--- config.mk ---
export PLATFORM = sky130hd
export DESIGN_NAME = rotary_encoder_button_decoder_flat
export DESIGN_NICKNAME = d
export VERILOG_FILES = /design/src/reb_pkg.sv /design/src/reb_if.sv /design/src/rotary_encoder_button_decoder.sv /design/src/flat_wrapper.sv
export SDC_FILE = /design/constraint.sdc
export NUM_CORES = 1
export LEC_CHECK = 0
export BUFFER_PORTS_ARGS = -buffer_cell sky130_fd_sc_hd__buf_4
export CORE_ASPECT_RATIO = 0.6
export CORE_MARGIN = 5
export CORE_UTILIZATION = 40
export CTS_CLUSTER_SIZE = 12
export DETAILED_ROUTE_END_ITERATION = 8
export GPL_ROUTABILITY_DRIVEN = 0
export MAX_ROUTING_LAYER = met4
export PLACE_DENSITY = 0.6
export SYNTH_ARGS = -nofsm -noshare
export SYNTH_HDL_FRONTEND = slang
export SYNTH_SLANG_ARGS = --single-unit
--- constraint.sdc ---
create_clock -name clk_i -period 6.9 [get_ports clk_i]
set_input_delay 1.38 -clock clk_i [delete_from_list [all_inputs] [get_ports clk_i]]
set_output_delay 1.38 -clock clk_i [all_outputs]
set_load 0.005 [all_outputs]
--- src/reb_pkg.sv ---
`timescale 1ns / 1ps
`default_nettype none
// ----------------------------------------------------------------------------
// reb_pkg: shared definitions for the rotary encoder and button decoder
// Field widths, configuration register indexes, reset values and step codes.
// ----------------------------------------------------------------------------
package reb_pkg;

  // Width of the saturating hold counter (legal range 8..32)
  localparam int unsigned HoldCountBits = 16;

  localparam int unsigned DebWidth   = 8;
  localparam int unsigned LongWidth  = 16;
  localparam int unsigned CfgIdxW    = 8;
  localparam int unsigned CfgDataW   = 16;

  // Compare width that covers both the hold count and the long-press limit
  localparam int unsigned CmpWidth = (HoldCountBits > LongWidth) ? HoldCountBits : LongWidth;

  localparam logic [DebWidth-1:0]  DebounceReset  = 8'd40;
  localparam logic [LongWidth-1:0] LongPressReset = 16'd1000;

  localparam logic [CfgIdxW-1:0] RegDebounceTicks  = 8'd0;
  localparam logic [CfgIdxW-1:0] RegLongPressTicks = 8'd1;

  localparam logic signed [1:0] StepNone = 2'sb00;
  localparam logic signed [1:0] StepUp   = 2'sb01;
  localparam logic signed [1:0] StepDown = 2'sb11;

endpackage : reb_pkg
`default_nettype wire

--- src/reb_if.sv ---
`timescale 1ns / 1ps
`default_nettype none
// ----------------------------------------------------------------------------
// reb_if: handshake channels of the encoder and button decoder
// Sample input channel, result output channel and configuration write channel.
// ----------------------------------------------------------------------------
interface reb_in_if;
  logic valid;
  logic ready;
  logic pin_a;
  logic pin_b;
  logic switch_level;

  modport source (output valid, output pin_a, output pin_b, output switch_level,
                  input ready);
  modport sink   (input valid, input pin_a, input pin_b, input switch_level,
                  output ready);
endinterface : reb_in_if

interface reb_out_if;
  logic              valid;
  logic              ready;
  logic signed [1:0] move_step;
  logic              short_press;
  logic              long_press;
  logic              button_held;

  modport source (output valid, output move_step, output short_press,
                  output long_press, output button_held, input ready);
  modport sink   (input valid, input move_step, input short_press,
                  input long_press, input button_held, output ready);
endinterface : reb_out_if

interface reb_cfg_if;
  logic                          valid;
  logic                          ready;
  logic [reb_pkg::CfgIdxW-1:0]   index;
  logic [reb_pkg::CfgDataW-1:0]  data;

  modport source (output valid, output index, output data, input ready);
  modport sink   (input valid, input index, input data, output ready);
endinterface : reb_cfg_if
`default_nettype wire

--- src/rotary_encoder_button_decoder.sv ---
`timescale 1ns / 1ps
`default_nettype none
// ----------------------------------------------------------------------------
// rotary_encoder_button_decoder: quadrature tracker and debounced push button
// One pin sample in, one result out: detent step, short/long press pulses,
// and the debounced held level.
// ----------------------------------------------------------------------------
// Each accepted sample's result is loaded straight into the output register.
// Throughput: one sample per cycle unless the output stalls; the next-state logic
// of both trackers is a single combinational pass between the state registers and
// the result register. Input is taken whenever the result register is empty or
// being drained. Reset: trackers idle, counts cleared, result register empty,
// debounce threshold 40 and long-press threshold 1000.
module rotary_encoder_button_decoder (
  input  wire logic clk_i,
  input  wire logic rst_ni,
  reb_in_if.sink    in_i,
  reb_out_if.source out_o,
  reb_cfg_if.sink   cfg_i
);
  import reb_pkg::*;

  typedef enum logic [3:0] {
    QP_IDLE   = 4'd0,
    QP_DETENT = 4'd1,
    QP_P1     = 4'd2,
    QP_P2     = 4'd3,
    QP_P3     = 4'd4,
    QP_PDONE  = 4'd5,
    QP_M1     = 4'd6,
    QP_M2     = 4'd7,
    QP_M3     = 4'd8,
    QP_MDONE  = 4'd9
  } quad_e;

  typedef enum logic [1:0] {
    BP_IDLE    = 2'd0,
    BP_DEBPRS  = 2'd1,
    BP_PRESSED = 2'd2,
    BP_DEBREL  = 2'd3
  } btn_e;

  localparam logic [1:0] Lv00 = 2'b00;
  localparam logic [1:0] Lv01 = 2'b01;
  localparam logic [1:0] Lv10 = 2'b10;
  localparam logic [1:0] Lv11 = 2'b11;

  logic [DebWidth-1:0]      deb_ticks_q;
  logic [LongWidth-1:0]     long_ticks_q;

  quad_e                    quad_q, quad_d;
  btn_e                     btn_q, btn_d;
  logic [DebWidth-1:0]      deb_cnt_q, deb_cnt_d;
  logic [HoldCountBits-1:0] held_q, held_d;
  logic                     held_flag_q, held_flag_d;
  logic                     long_sent_q, long_sent_d;

  logic                     out_valid_q;
  logic signed [1:0]        step_q, step_d;
  logic                     short_q, short_d;
  logic                     long_q, long_d;
  logic                     held_out_q;

  logic                     in_fire;
  logic [1:0]               lv;
  logic [DebWidth-1:0]      deb_inc;
  logic [CmpWidth-1:0]      held_ext_q, held_ext_d, long_ext;

  assign in_i.ready  = !out_valid_q || out_o.ready;
  assign in_fire     = in_i.valid && in_i.ready;
  assign cfg_i.ready = 1'b1;

  assign lv         = {in_i.pin_a, in_i.pin_b};
  assign deb_inc    = deb_cnt_q + 1'b1;
  assign held_ext_q = CmpWidth'(held_q);
  assign held_ext_d = CmpWidth'(held_d);
  assign long_ext   = CmpWidth'(long_ticks_q);

  // Quadrature tracker
  always_comb begin
    quad_d = quad_q;
    step_d = StepNone;
    unique case (quad_q)
      QP_DETENT: begin
        if (lv == Lv00)      quad_d = QP_IDLE;
        else if (lv == Lv01) quad_d = QP_P1;
        else if (lv == Lv10) quad_d = QP_M1;
      end
      QP_P1: begin
        if (lv == Lv00)      quad_d = QP_P2;
        else if (lv == Lv10) quad_d = QP_IDLE;
        else if (lv == Lv11) quad_d = QP_DETENT;
      end
      QP_M1: begin
        if (lv == Lv00)      quad_d = QP_M2;
        else if (lv == Lv01) quad_d = QP_IDLE;
        else if (lv == Lv11) quad_d = QP_DETENT;
      end
      QP_P2: begin
        if (lv == Lv10)      quad_d = QP_P3;
        else if (lv == Lv11) quad_d = QP_DETENT;
      end
      QP_M2: begin
        if (lv == Lv01)      quad_d = QP_M3;
        else if (lv == Lv11) quad_d = QP_DETENT;
      end
      QP_P3: begin
        if (lv == Lv01)      quad_d = QP_IDLE;
        else if (lv == Lv11) quad_d = QP_PDONE;
      end
      QP_M3: begin
        if (lv == Lv10)      quad_d = QP_IDLE;
        else if (lv == Lv11) quad_d = QP_MDONE;
      end
      QP_PDONE: begin
        step_d = StepUp;
        quad_d = QP_DETENT;
      end
      QP_MDONE: begin
        step_d = StepDown;
        quad_d = QP_DETENT;
      end
      default: begin
        quad_d = (lv == Lv11) ? QP_DETENT : QP_IDLE;
      end
    endcase
  end

  // Button debouncer and press classification
  always_comb begin
    btn_d       = btn_q;
    deb_cnt_d   = deb_cnt_q;
    held_d      = held_q;
    held_flag_d = held_flag_q;
    short_d     = 1'b0;
    unique case (btn_q)
      BP_IDLE: begin
        if (!in_i.switch_level) begin
          btn_d     = BP_DEBPRS;
          deb_cnt_d = '0;
        end
      end
      BP_DEBPRS: begin
        if (!in_i.switch_level) begin
          deb_cnt_d = deb_inc;
          if (deb_inc >= deb_ticks_q) begin
            btn_d       = BP_PRESSED;
            held_flag_d = 1'b1;
            held_d      = '0;
          end
        end else begin
          btn_d = BP_IDLE;
        end
      end
      BP_PRESSED: begin
        if (in_i.switch_level) begin
          btn_d     = BP_DEBREL;
          deb_cnt_d = '0;
        end else if (held_q != '1) begin
          held_d = held_q + 1'b1;
        end
      end
      BP_DEBREL: begin
        if (in_i.switch_level) begin
          deb_cnt_d = deb_inc;
          if (deb_inc >= deb_ticks_q) begin
            btn_d       = BP_IDLE;
            held_flag_d = 1'b0;
            short_d     = (held_ext_q < long_ext);
            held_d      = '0;
          end
        end else begin
          // bounce: back to pressed, no hold tick this sample
          btn_d = BP_PRESSED;
        end
      end
      default: btn_d = BP_IDLE;
    endcase

    long_d      = 1'b0;
    long_sent_d = long_sent_q;
    if (held_flag_d) begin
      if (!long_sent_q && (held_ext_d >= long_ext)) begin
        long_d      = 1'b1;
        long_sent_d = 1'b1;
      end
    end else begin
      long_sent_d = 1'b0;
    end
  end

  always_ff @(posedge clk_i or negedge rst_ni) begin
    if (!rst_ni) begin
      deb_ticks_q  <= DebounceReset;
      long_ticks_q <= LongPressReset;
      quad_q       <= QP_IDLE;
      btn_q        <= BP_IDLE;
      deb_cnt_q    <= '0;
      held_q       <= '0;
      held_flag_q  <= 1'b0;
      long_sent_q  <= 1'b0;
      out_valid_q  <= 1'b0;
      step_q       <= StepNone;
      short_q      <= 1'b0;
      long_q       <= 1'b0;
      held_out_q   <= 1'b0;
    end else begin
      if (cfg_i.valid) begin
        if (cfg_i.index == RegDebounceTicks) begin
          deb_ticks_q <= cfg_i.data[DebWidth-1:0];
        end else if (cfg_i.index == RegLongPressTicks) begin
          long_ticks_q <= cfg_i.data[LongWidth-1:0];
        end
      end
      if (in_fire) begin
        quad_q      <= quad_d;
        btn_q       <= btn_d;
        deb_cnt_q   <= deb_cnt_d;
        held_q      <= held_d;
        held_flag_q <= held_flag_d;
        long_sent_q <= long_sent_d;
        out_valid_q <= 1'b1;
        // load the result payload with each accepted item
        step_q      <= step_d;
        short_q     <= short_d;
        long_q      <= long_d;
        held_out_q  <= held_flag_d;
      end else if (out_o.ready) begin
        // drop the delivered item
        out_valid_q <= 1'b0;
      end
    end
  end

  assign out_o.valid       = out_valid_q;
  assign out_o.move_step   = step_q;
  assign out_o.short_press = short_q;
  assign out_o.long_press  = long_q;
  assign out_o.button_held = held_out_q;

endmodule : rotary_encoder_button_decoder
`default_nettype wire
--- src/flat_wrapper.sv ---
// flat-port wrapper written by rule: the top's interface ports become plain ports
module rotary_encoder_button_decoder_flat import reb_pkg::*;
  (clk_i, rst_ni, in_i_valid, in_i_pin_a, in_i_pin_b, in_i_switch_level, in_i_ready, out_o_valid, out_o_move_step, out_o_short_press, out_o_long_press, out_o_button_held, out_o_ready, cfg_i_valid, cfg_i_index, cfg_i_data, cfg_i_ready);
  reb_in_if in_i_i ();
  reb_out_if out_o_i ();
  reb_cfg_if cfg_i_i ();
  input  wire logic clk_i;
  input  wire logic rst_ni;
  input wire logic [$bits(in_i_i.valid)-1:0] in_i_valid;
  input wire logic [$bits(in_i_i.pin_a)-1:0] in_i_pin_a;
  input wire logic [$bits(in_i_i.pin_b)-1:0] in_i_pin_b;
  input wire logic [$bits(in_i_i.switch_level)-1:0] in_i_switch_level;
  output wire logic [$bits(in_i_i.ready)-1:0] in_i_ready;
  output wire logic [$bits(out_o_i.valid)-1:0] out_o_valid;
  output wire logic [$bits(out_o_i.move_step)-1:0] out_o_move_step;
  output wire logic [$bits(out_o_i.short_press)-1:0] out_o_short_press;
  output wire logic [$bits(out_o_i.long_press)-1:0] out_o_long_press;
  output wire logic [$bits(out_o_i.button_held)-1:0] out_o_button_held;
  input wire logic [$bits(out_o_i.ready)-1:0] out_o_ready;
  input wire logic [$bits(cfg_i_i.valid)-1:0] cfg_i_valid;
  input wire logic [$bits(cfg_i_i.index)-1:0] cfg_i_index;
  input wire logic [$bits(cfg_i_i.data)-1:0] cfg_i_data;
  output wire logic [$bits(cfg_i_i.ready)-1:0] cfg_i_ready;
  assign in_i_i.valid = in_i_valid;
  assign in_i_i.pin_a = in_i_pin_a;
  assign in_i_i.pin_b = in_i_pin_b;
  assign in_i_i.switch_level = in_i_switch_level;
  assign in_i_ready = in_i_i.ready;
  assign out_o_valid = out_o_i.valid;
  assign out_o_move_step = out_o_i.move_step;
  assign out_o_short_press = out_o_i.short_press;
  assign out_o_long_press = out_o_i.long_press;
  assign out_o_button_held = out_o_i.button_held;
  assign out_o_i.ready = out_o_ready;
  assign cfg_i_i.valid = cfg_i_valid;
  assign cfg_i_i.index = cfg_i_index;
  assign cfg_i_i.data = cfg_i_data;
  assign cfg_i_ready = cfg_i_i.ready;
  rotary_encoder_button_decoder u_core (.clk_i(clk_i), .rst_ni(rst_ni), .in_i(in_i_i), .out_o(out_o_i), .cfg_i(cfg_i_i));
endmodule
==> summary.txt, run 1 <==
Worst setup path
  – Worst setup SP type: register
  – R2R setup slack: 2.27 ns
  – Bufs and invs on worst path: 0
  – CP cell instances: ha_1 > nand3_1 > nor2_1 > xor2_1 > ha_1 > nand2_1 > a211o_1 > o21a_1 > o31ai_1 > o22ai_1 > ha_1 > a22o_1 > o41ai_1 > a41o_1 > a21oi_1 > a32o_1
  – Crit Reg-Reg Endpoint: u_core.out_o.long_press$_DFFE_PN0P_
  – Setup crit end: u_core.out_o.long_press$_DFFE_PN0P_
  – Reg2Reg Launch Point: u_core.deb_cnt_q[0]$_DFFE_PN0P_
  – FF-to-FF path depth: 16
  – Worst stage delay on the critical path: 0.59 ns
  – Slowest cell on the critical path: o31ai_1
  – Crit Path Max Fanout: 6
  – Worst Setup Path Type: register to register
  – Critical path endpoint category: register
  – Top Family by Delay on Critical Path: compound AO/OA/AOI/OAI gates
  – Crit path launch: u_core.deb_cnt_q[0]$_DFFE_PN0P_
  – Arrival @ worst endpoint: 4.84 ns
  – CP Depth: 16
  – Most frequent cell on the critical path: ha_1
  – Critical Path RT: 7.11 ns

GRT
  – First-pass GRT wire length: 18.2 mm
  – Largest net degree at the start of global routing: 62
  – GRT Residual Overflow: 0
  – Antenna violations before repair: 0
  – Total track usage: 18.1%
  – Vias in the first global route: 3537

Clock network
  – Worst-path clk slew: 0.05 ns
  – CTS tree: done
  – Post-CTS Resized: 0
  – Later-pin clock latency in the skew report: 0.33 ns
  – Root buf cell: clkbuf_16
  – Total CTS buffers: 9
  – # clock sinks: 61
  – Hold_buf cts: 0
  – Clk buf depth: 2
  – H-tree lvl count: 3
  – Post-CTS setup buffer count: 0

Min path
  – Hold WC Path Type: register to register

STA
  – Skew final: 0.00816 ns
  – Hold_ws: 0.485 ns
  – Worst slew margin: 36.3%
  – Fin. max-slew vios: 0
  – Final min period: 4.63 ns
  – Final setup viols: 0
  – Max Freq: 216 MHz
  – Period Utilization, post-route: 67.1%
  – Setup TNS: 0 ns
  – Worst slew pin tran: 0.952 ns
  – Unrepaired setup endpoints after global routing: no
  – Hold Fails Final Rpt: 0

Detailed routing
  – Vias per cell: 5.72
  – Initial DRT Pass Iterations: 5
  – Vias: 3830
  – Routed wire length per instance: 16.9 um
  – Post-DRT Antenna Nets: 0
  – WL final: 11.3 mm
  – DRT iter0 DRCs: 302
  – # DRC: 0

Floorplan
  – Top Ports: 40
  – Die area: 13100 um2
  – Row cnt: 29
  – Core Box Area: 10600 um2
  – Die Y: 90.6 um
  – Die Width: 144 um
  – Initial core utilization: 41.0%

Synthesis
  – Post-Synthesis Cell Area: 4330 um2
  – Mapped Nets: 573
  – Synth Area in Adders: 11.8%
  – Simple-Gate Fraction of Synth Area: 17.4%
  – Ys Warns: 0
  – Post-Syn Area per Cell: 8.67 um2
  – FFs w/ async S/R, synth: 100%
  – Yosys reg bits: 61
  – Netlist cell types: 67
  – Syn Inst Count: 500
  – Largest cells by area after synthesis: dfrtp_1, ha_1, mux2_2
  – Fraction of synthesized area in multiplexers: 5.69%
  – Main synth FF type: dfrtp_1
  – Post-synth EDFFs: 0
  – Share of the synthesized area in the top cell type: 30.6%
  – Synth area leader: dfrtp_1
  – Largest family of logic cells by synthesized area: compound AO/OA/AOI/OAI gates
  – Compound-Gate Fraction of Synth Area: 22.6%
  – Seq/Total Area, Yosys: 35.5%
  – XOR/XNOR share of the synthesized area: 1.62%

Place
  – Number of port buffers: 38
  – Placed wire-length estimate: 8.62 mm

Status
  – Status: finished clean

Run
  – Max Cap Violations: 0

Layout
  – Final #Nets: 599
  – Diode count: 0
  – Layout Utilization: 47.3%
  – FILL cells: 1039
  – Share of post-route cells with drive strength above 1: 17.1%
  – Area growth from synthesis to layout: 15.3%

Power
  – Leakage: 2.27 nW
  – Pwr dens: 268 nW/um2
  – Final Power: 0.00134 W
  – VDD IR max: 0.000129 V
area by class of cell:
class                      instances  area [um2]  share of cell area [%]
clock buffer                      15         278                    5.56
clock inverter                     1        30.0                   0.601
inverter                          34         128                    2.55
multi-input combinational        382        2560                    51.3
sequential                        61        1540                    30.8
tap                              139         174                    3.48
timing repair buffer              38         285                    5.71
report_power, final:
part	internal (W)	total [W]	switching [W]
Clock	0.000309	0.000460	0.000151
Combinational	0.000176	0.000383	0.000207
Sequential	0.000407	0.000496	0.0000892
worst min-delay path: cells and delay by family, from the launching register on:
kind,cells,cell delay (ns)
AND/OR/NAND/NOR,2,0.10
flip-flops,1,0.35
logic make-up (layout without fill, tap and decap cells):
group / after synthesis / in the layout
AND/OR/NAND/NOR: 158 / 158
other: 1 / 1
multiplexers: 22 / 22
flip-flops: 61 / 61
adder cells (fa/ha/maj): 41 / 41
XOR/XNOR: 8 / 8
AO/OA/AOI/OAI: 152 / 152
buffers and inverters: 57 / 88
stage by stage:
stage	setup slack, ns	std cells	cell area, um2
after floorplan	2.95	500	4330
after detailed placement	2.33	654	4690
after CTS	2.37	670	5000
after global placement	2.42	654	4690
after global routing	2.09	670	5000
final	2.27	670	5000
worst min-delay path by stage:
stage | startpoint | end | depth (start not counted)
after global placement | u_core.long_sent_q$_DFFE_PN0P_ | u_core.long_sent_q$_DFFE_PN0P_ | 1
after global routing | u_core.long_sent_q$_DFFE_PN0P_ | u_core.long_sent_q$_DFFE_PN0P_ | 1
after detailed placement | u_core.out_o.move_step[1]$_DFFE_PN0P_ | u_core.out_o.move_step[1]$_DFFE_PN0P_ | 2
after floorplan | u_core.long_sent_q$_DFFE_PN0P_ | u_core.long_sent_q$_DFFE_PN0P_ | 1
final | u_core.out_o.move_step[1]$_DFFE_PN0P_ | u_core.out_o.move_step[1]$_DFFE_PN0P_ | 2
after CTS | u_core.out_o.move_step[1]$_DFFE_PN0P_ | u_core.out_o.move_step[1]$_DFFE_PN0P_ | 2
synth_stat cells, drive strengths merged, types with 3 or more instances:
master / n
a21o: 5
nor3: 6
nor4b: 3
and3: 3
o21ai: 49
o31ai: 9
a22o: 3
xnor2: 4
a31oi: 10
nor2b: 4
inv: 34
ha: 41
clkbuf: 17
nand2: 61
a21oi: 39
o211ai: 4
dfrtp: 53
o22ai: 4
nand3: 17
dfstp: 8
nand2b: 9
mux2: 21
buf: 6
a211oi: 3
xor2: 4
nand4: 7
nor2: 35
state kept, by name, summed over array words and instances (netlist names), 2 cells and up, named ones only:
name and flops:
u_core.deb_cnt_q 8, u_core.deb_ticks_q 8, u_core.long_ext 16, u_core.out_o.move_step 2, u_core.held_ext_q 16, u_core.quad_q 4
placed cells by master, fill, tap and decap left out, types with 8 or more instances in the layout:
master     Yosys  routed
nor2_1        35      35
mux2_2        21      21
nand3_1       15      15
inv_1         34      34
a21oi_1       39      39
clkbuf_16      0       9
ha_1          41      41
buf_4          2      38
o21ai_0       45      45
nand2b_1       9       9
o31ai_1        9       9
a31oi_1       10      10
nand2_1       61      61
dfrtp_1       53      53
dfstp_2        8       8
per-layer routing:
metal	track usage [%]	up-vias	wire [um]
li1	-	1862	-
met1	29.3	1831	6130
met2	22.1	120	4260
met3	4.60	17	818
met4	3.49	0	116
met5	-	-	0
(Power assumes the default switching activity.)
==> run 2: changes to the inputs <==
- PLACE_DENSITY: 0.6 -> 0.63
- clock period: 6.9 -> 4.1 ns (I/O delays scaled with it)
==> summary.txt, run 2 (same netlist as run 1, synthesis figures left out) <==
GRT
  – First-pass GRT wire length: 19.0 mm (+4.2%)
  – Largest net degree at the start of global routing: 62 (unchanged)
  – Total track usage: 18.9% (+0.77 points)
  – Vias in the first global route: 3726 (+5.3%)
  – GRT Residual Overflow: 0 (unchanged)
  – Antenna violations before repair: 0 (unchanged)

Layout
  – Commonest non-fill, non-tap cells in the layout: buf_4, nand2_1, dfrtp_1
  – FILL cells: 978 (-5.9%)
  – Final Instance Area: 5330 um2 (+6.6%)
  – Area growth from synthesis to layout: 22.9%
  – Share of post-route cells with drive strength above 1: 24.6% (+7.5 points)
  – Diode count: 0 (unchanged)
  – Commonest non-fill, non-tap cell in the layout: buf_4
  – Final #Nets: 629 (+5.0%)
  – Non-Filler Instances: 700 (+4.5%)

STA
  – Fin. max-slew vios: 0 (unchanged)
  – Max Freq: 247 MHz (+14%)
  – Period Utilization, post-route: 98.9% (+32 points)
  – Unrepaired setup endpoints after global routing: yes
  – Worst slew pin tran: 0.892 ns (-0.0596 ns)
  – Hold_ws: 0.471 ns (-0.0134 ns)
  – Setup WS post-layout: 0.0457 ns (-2.23 ns)
  – Final min period: 4.05 ns (-0.573 ns)
  – Worst slew margin: 40.3% (+4.0 points)
  – Final setup viols: 0 (unchanged)
  – Skew final: 0.00389 ns (-0.00427 ns)
  – Hold Fails Final Rpt: 0 (unchanged)

Clock network
  – Root buf cell: clkbuf_16
  – Clk buf depth: 2 (unchanged)
  – Later-pin clock latency in the skew report: 0.33 ns (about the same)
  – CTS tree: done
  – H-tree lvl count: 3 (unchanged)
  – Total CTS buffers: 9 (unchanged)
  – # clock sinks: 61 (unchanged)
  – Worst-path clk slew: 0.05 ns (about the same)

Worst setup path
  – Most frequent cell on the critical path: ha_1
  – Worst Setup Path Type: register to register
  – Reg2Reg Launch Point: u_core.deb_cnt_q[1]$_DFFE_PN0P_
  – Critical path endpoint category: register
  – Worst setup SP type: register
  – Top Family by Delay on Critical Path: compound AO/OA/AOI/OAI gates
  – CP cell instances: and3_4 > nand3_4 > nor2_2 > xor2_1 > ha_1 > nand2_2 > a211o_1 > o21a_4 > o31a_4 > o21ai_2 > o31ai_2 > ha_1 > a22o_1 > o41ai_2 > buf_4 > a41o_1 > a21oi_2 > a32o_1
  – R2R setup slack: 0.05 ns (-2.23 ns)
  – CP Depth: 18 (+2)
  – Slowest cell on the critical path: dfrtp_2
  – Setup crit end: u_core.out_o.long_press$_DFFE_PN0P_
  – Crit path launch: u_core.deb_cnt_q[1]$_DFFE_PN0P_
  – Bufs and invs on worst path: 1 (+1)
  – Worst stage delay on the critical path: 0.44 ns (-0.15 ns)
  – Crit Reg-Reg Endpoint: u_core.out_o.long_press$_DFFE_PN0P_
  – Critical Path RT: 4.32 ns (-2.79 ns)
  – FF-to-FF path depth: 18 (+2)
  – Crit Path Max Fanout: 5 (-1)
  – Arrival @ worst endpoint: 4.27 ns (-0.57 ns)

Floorplan
  – Die Width: 144 um (unchanged)
  – Die Y: 90.6 um (unchanged)
  – Core Box Area: 10600 um2 (unchanged)
  – Top Ports: 40 (unchanged)
  – Initial core utilization: 41.0% (unchanged)
  – Row cnt: 29 (unchanged)
  – Die area: 13100 um2 (unchanged)

Place
  – Placed cells: 680 (+4.0%)
  – Placed wire-length estimate: 8.76 mm (+1.6%)
  – Number of port buffers: 38 (unchanged)
  – Post-Place Worst Slack: -0.00566 ns (-2.34 ns)
  – Area after DPL: 4880 um2 (+4.2%)

Power
  – Internal: 0.00156 W (+74%)
  – Part of the power in combinational logic: 33.1% (+4.5 points)
  – Pwr dens: 443 nW/um2 (+65%)
  – Final Power: 0.00236 W (+76%)
  – Sw Share: 34.0% (+0.66 points)
  – Sequential share of power: 34.7% (-2.3 points)
  – Clock share of power: 32.1% (-2.3 points)
  – VDD IR max: 0.000226 V (+74%)
  – Sw power: 0.000802 W (+80%)
  – Leakage: 2.41 nW (+6.3%)

Detailed routing
  – Vias per cell: 5.71 (about the same)
  – Initial DRT Pass Iterations: 5 (unchanged)
  – Met1 wire length: 6.06 mm (-1.2%)
  – Routed wire length per instance: 17.1 um (+1.1%)
  – DRT iter0 DRCs: 359 (+19%)
  – # DRC: 0 (unchanged)
  – WL final: 12.0 mm (+5.7%)
  – Uppermost layer routed: met4
  – Routed wl met3: 1.11 mm (+36%)
  – Post-DRT Antenna Nets: 0 (unchanged)
  – Vias: 4000 (+4.4%)
  – Metal2 WL: 4.70 mm (+10%)

Status
  – Status: finished clean

Min path
  – Hold WC Path Type: register to register

Run
  – Max Cap Violations: 0 (unchanged)
run 2: cell count changes in the layout (fill, tap and decap cells not counted), sizes merged:
cell / previous run / this run
buf: 38 / 67
o31a: 1 / 2
run 2: area by class of cell:
| cell class | count | area [um2] | share of cell area, % |
|---|---|---|---|
| Clock buffer | 15 | 268 | 5.03 |
| Multi-Input combinational cell | 383 | 2690 | 50.4 |
| Inverter | 34 | 128 | 2.40 |
| Clock inverter | 1 | 30.0 | 0.564 |
| Timing Repair Buffer | 67 | 503 | 9.44 |
| Tap cell | 139 | 174 | 3.27 |
| Sequential cell | 61 | 1540 | 28.9 |
run 2: per-stage QoR:
| stage | TNS, ns | utilization (%) |
|---|---|---|
| floorplan | 0 | - |
| CTS | 0 | 49.1 |
| global route | -0.203 | 50.4 |
| global placement | 0 | 46.2 |
| finish | 0 | 50.4 |
| detailed placement | -0.00566 | 46.2 |
run 2: timing repair:
item,in CTS,in global routing
cloned,0,1
setup buffers,0,3
resized for setup,1,23
hold buffers,0,0
endpoints found under the setup margin,1,2
pin swaps,0,18
run 2: routing by layer:
metal	vias to the layer above	GRT usage, %
met5	-	-
met4	0	4.35
met3	11	5.98
met2	157	24.1
met1	1902	28.6
li1	1930	-
run 2: worst min-delay path by stage:
stage | cells past startpoint | to | slack [ns] | from
2_1_floorplan | 1 | u_core.long_sent_q$_DFFE_PN0P_ | 0.46 | u_core.long_sent_q$_DFFE_PN0P_
3_3_place_gp | 2 | u_core.out_o.move_step[0]$_DFFE_PN0P_ | 0.46 | u_core.out_o.move_step[0]$_DFFE_PN0P_
3_5_place_dp | 2 | u_core.out_o.move_step[0]$_DFFE_PN0P_ | 0.47 | u_core.out_o.move_step[0]$_DFFE_PN0P_
4_1_cts | 2 | u_core.out_o.move_step[0]$_DFFE_PN0P_ | 0.48 | u_core.out_o.move_step[0]$_DFFE_PN0P_
5_1_grt | 2 | u_core.out_o.move_step[0]$_DFFE_PN0P_ | 0.52 | u_core.out_o.move_step[0]$_DFFE_PN0P_
6_report | 2 | u_core.out_o.move_step[0]$_DFFE_PN0P_ | 0.47 | u_core.out_o.move_step[0]$_DFFE_PN0P_
run 2: power by group through the flow:
stage	clock network, W	registers (W)	logic [W]
after floorplan	0	0.000756	0.000514
after global placement	0	0.000812	0.000703
after detailed placement	0	0.000818	0.000726
after CTS	0.000773	0.000808	0.000740
after global routing	0.000799	0.000831	0.000878
final	0.000757	0.000819	0.000782
run 2: worst reg2reg max path, delay by kind of cell, from the launching register on:
kind                       cells  cell delay (ns)
AOI/OAI and AO/OA             10             2.08
adders and majority gates      2             0.65
DFF                            1             0.44
and+or+nand+nor                4             0.42
buffers and inverters          1             0.19
xor gates and xnor gates       1             0.17
==> run 3: changes to the inputs <==
- PLACE_DENSITY: 0.63 -> 0.7
==> summary.txt, run 3 (same netlist as run 1, synthesis figures left out) <==
GRT
  – Total track usage: 19.3% (+0.45 points)
  – Largest net degree at the start of global routing: 62 (unchanged)
  – First-pass GRT wire length: 19.7 mm (+3.6%)
  – GRT Residual Overflow: 0 (unchanged)
  – Vias in the first global route: 3937 (+5.7%)
  – Antenna violations before repair: 0 (unchanged)

Detailed routing
  – Routed wire length per instance: 17.1 um (+0.32%)
  – Post-DRT Antenna Nets: 0 (unchanged)
  – Vias per cell: 5.77 (+1.0%)
  – WL final: 12.0 mm (+0.60%)
  – Vias: 4053 (+1.3%)
  – DRT iter0 DRCs: 539 (+50%)
  – # DRC: 0 (unchanged)
  – Initial DRT Pass Iterations: 5 (unchanged)

Layout
  – Share of post-route cells with drive strength above 1: 24.9% (+0.27 points)
  – Commonest non-fill, non-tap cell in the layout: buf_4
  – Commonest non-fill, non-tap cells in the layout: buf_4, nand2_1, dfrtp_1
  – Final Instance Area: 5330 um2 (about the same)
  – Area growth from synthesis to layout: 22.9% (about the same)
  – Final #Nets: 631 (+0.32%)
  – Non-Filler Instances: 702 (+0.29%)
  – Diode count: 0 (unchanged)
  – FILL cells: 959 (-1.9%)

Clock network
  – Later-pin clock latency in the skew report: 0.33 ns (about the same)
  – Worst-path clk slew: 0.05 ns (about the same)
  – H-tree lvl count: 3 (unchanged)
  – Root buf cell: clkbuf_16
  – CTS tree: done
  – Total CTS buffers: 9 (unchanged)
  – Clk buf depth: 2 (unchanged)
  – # clock sinks: 61 (unchanged)

Worst setup path
  – Critical path endpoint category: register
  – Critical Path RT: 4.32 ns (about the same)
  – FF-to-FF path depth: 19 (+1)
  – Worst Setup Path Type: register to register
  – Crit Path Max Fanout: 7 (+2)
  – Reg2Reg Launch Point: u_core.deb_cnt_q[1]$_DFFE_PN0P_
  – Worst setup SP type: register
  – Arrival @ worst endpoint: 4.22 ns (-0.05 ns)
  – R2R setup slack: 0.1 ns (+0.05 ns)
  – Crit Reg-Reg Endpoint: u_core.out_o.long_press$_DFFE_PN0P_

Floorplan
  – Die Y: 90.6 um (unchanged)
  – Top Ports: 40 (unchanged)
  – Initial core utilization: 41.0% (unchanged)
  – Die area: 13100 um2 (unchanged)
  – Row cnt: 29 (unchanged)
  – Die Width: 144 um (unchanged)
  – Core Box Area: 10600 um2 (unchanged)

STA
  – Fin. max-slew vios: 0 (unchanged)
  – Hold Fails Final Rpt: 0 (unchanged)
  – Skew final: 0.00559 ns (+0.00170 ns)
  – Worst slew pin tran: 0.858 ns (-0.0346 ns)
  – Setup WS post-layout: 0.0991 ns (+0.0534 ns)
  – Final setup viols: 0 (unchanged)
  – Unrepaired setup endpoints after global routing: yes
  – Worst slew margin: 42.7% (+2.3 points)
  – Max Freq: 250 MHz (+1.3%)
  – Final min period: 4.00 ns (-0.0534 ns)
  – Period Utilization, post-route: 97.6% (-1.3 points)

Power
  – Pwr dens: 442 nW/um2 (about the same)
  – Leakage: 2.42 nW (+0.57%)
  – VDD IR max: 0.000238 V (+5.3%)

Place
  – Post-Place Worst Slack: -0.0743 ns (-0.0686 ns)
  – Placed cells: 681 (+0.15%)
  – Area after DPL: 4890 um2 (+0.15%)
  – Placed wire-length estimate: 8.93 mm (+1.9%)
  – Number of port buffers: 38 (unchanged)

Status
  – Status: finished clean

Min path
  – Hold WC Path Type: register to register
  – Worst Hold Path EP: u_core.out_o.move_step[0]$_DFFE_PN0P_
  – Hold Crit Start: u_core.out_o.move_step[0]$_DFFE_PN0P_
  – Hold path depth: 2 (unchanged)

Run
  – Max Cap Violations: 0 (unchanged)
run 3: final cells by class:
type,instances,area [um2],area share (%)
Clock buffer,15,268,5.03
Clock inverter,1,30.0,0.564
Inverter,34,128,2.40
Multi-Input combinational cell,382,2660,50.0
Sequential cell,61,1540,28.9
Tap cell,139,174,3.27
Timing Repair Buffer,70,526,9.87
run 3: how the worst max path moves through the flow:
stage	startpoint	end	cells past startpoint
4_1_cts	u_core.deb_cnt_q[0]$_DFFE_PN0P_	u_core.out_o.long_press$_DFFE_PN0P_	18
6_report	u_core.deb_cnt_q[1]$_DFFE_PN0P_	u_core.out_o.long_press$_DFFE_PN0P_	19
5_1_grt	u_core.deb_cnt_q[1]$_DFFE_PN0P_	u_core.out_o.long_press$_DFFE_PN0P_	19
3_3_place_gp	u_core.deb_cnt_q[0]$_DFFE_PN0P_	u_core.out_o.long_press$_DFFE_PN0P_	18
2_1_floorplan	u_core.deb_cnt_q[0]$_DFFE_PN0P_	u_core.out_o.long_press$_DFFE_PN0P_	18
3_5_place_dp	u_core.deb_cnt_q[0]$_DFFE_PN0P_	u_core.out_o.long_press$_DFFE_PN0P_	18
run 3: metal layers:
metal / wire (um) / track usage (%) / vias up
met3: 1050 / 4.71 / 15
met2: 4970 / 26.2 / 182
met4: 121 / 4.66 / 0
met1: 5900 / 28.8 / 1929
met5: 0 / - / -
li1: - / - / 1927
run 3: repair_timing:
| item | 4_1_cts | 5_1_grt |
|---|---|---|
| hold buffers | 0 | 0 |
| endpoints found under the setup margin | 2 | 2 |
| setup buffers | 2 | 3 |
| gates resized for setup | 4 | 20 |
| pin swaps | 5 | 21 |
run 3: stage by stage:
stage	utilization (%)	power (W)	TNS (ns)	hold slack, ns
2_1_floorplan	-	0.00127	0	0.460
3_3_place_gp	46.3	0.00151	0	0.456
3_5_place_dp	46.3	0.00154	-0.0743	0.461
4_1_cts	49.4	0.00233	0	0.473
5_1_grt	50.4	0.00250	-0.153	0.500
6_report	50.4	0.00236	0	0.475
run 3: critical path, stage by stage (launching register included):
cell and delay (ns):
dfrtp_2 0.44, ha_4 0.18, nand3_2 0.08, nor2_2 0.05, xor2_1 0.17, ha_1 0.33, nand2_2 0.08, a211o_1 0.31
o21a_1 0.21, o31a_4 0.38, o21ai_2 0.13, o31ai_2 0.08, ha_1 0.32, o211ai_1 0.09, a21oi_1 0.07, o41ai_2 0.32
buf_4 0.19, a41o_1 0.16, a21oi_2 0.06, a32o_1 0.23
run 3: power breakdown:
part           switching (W)  internal [W]
sequential          0.000131      0.000685
combinational       0.000416      0.000363
clock               0.000257      0.000504
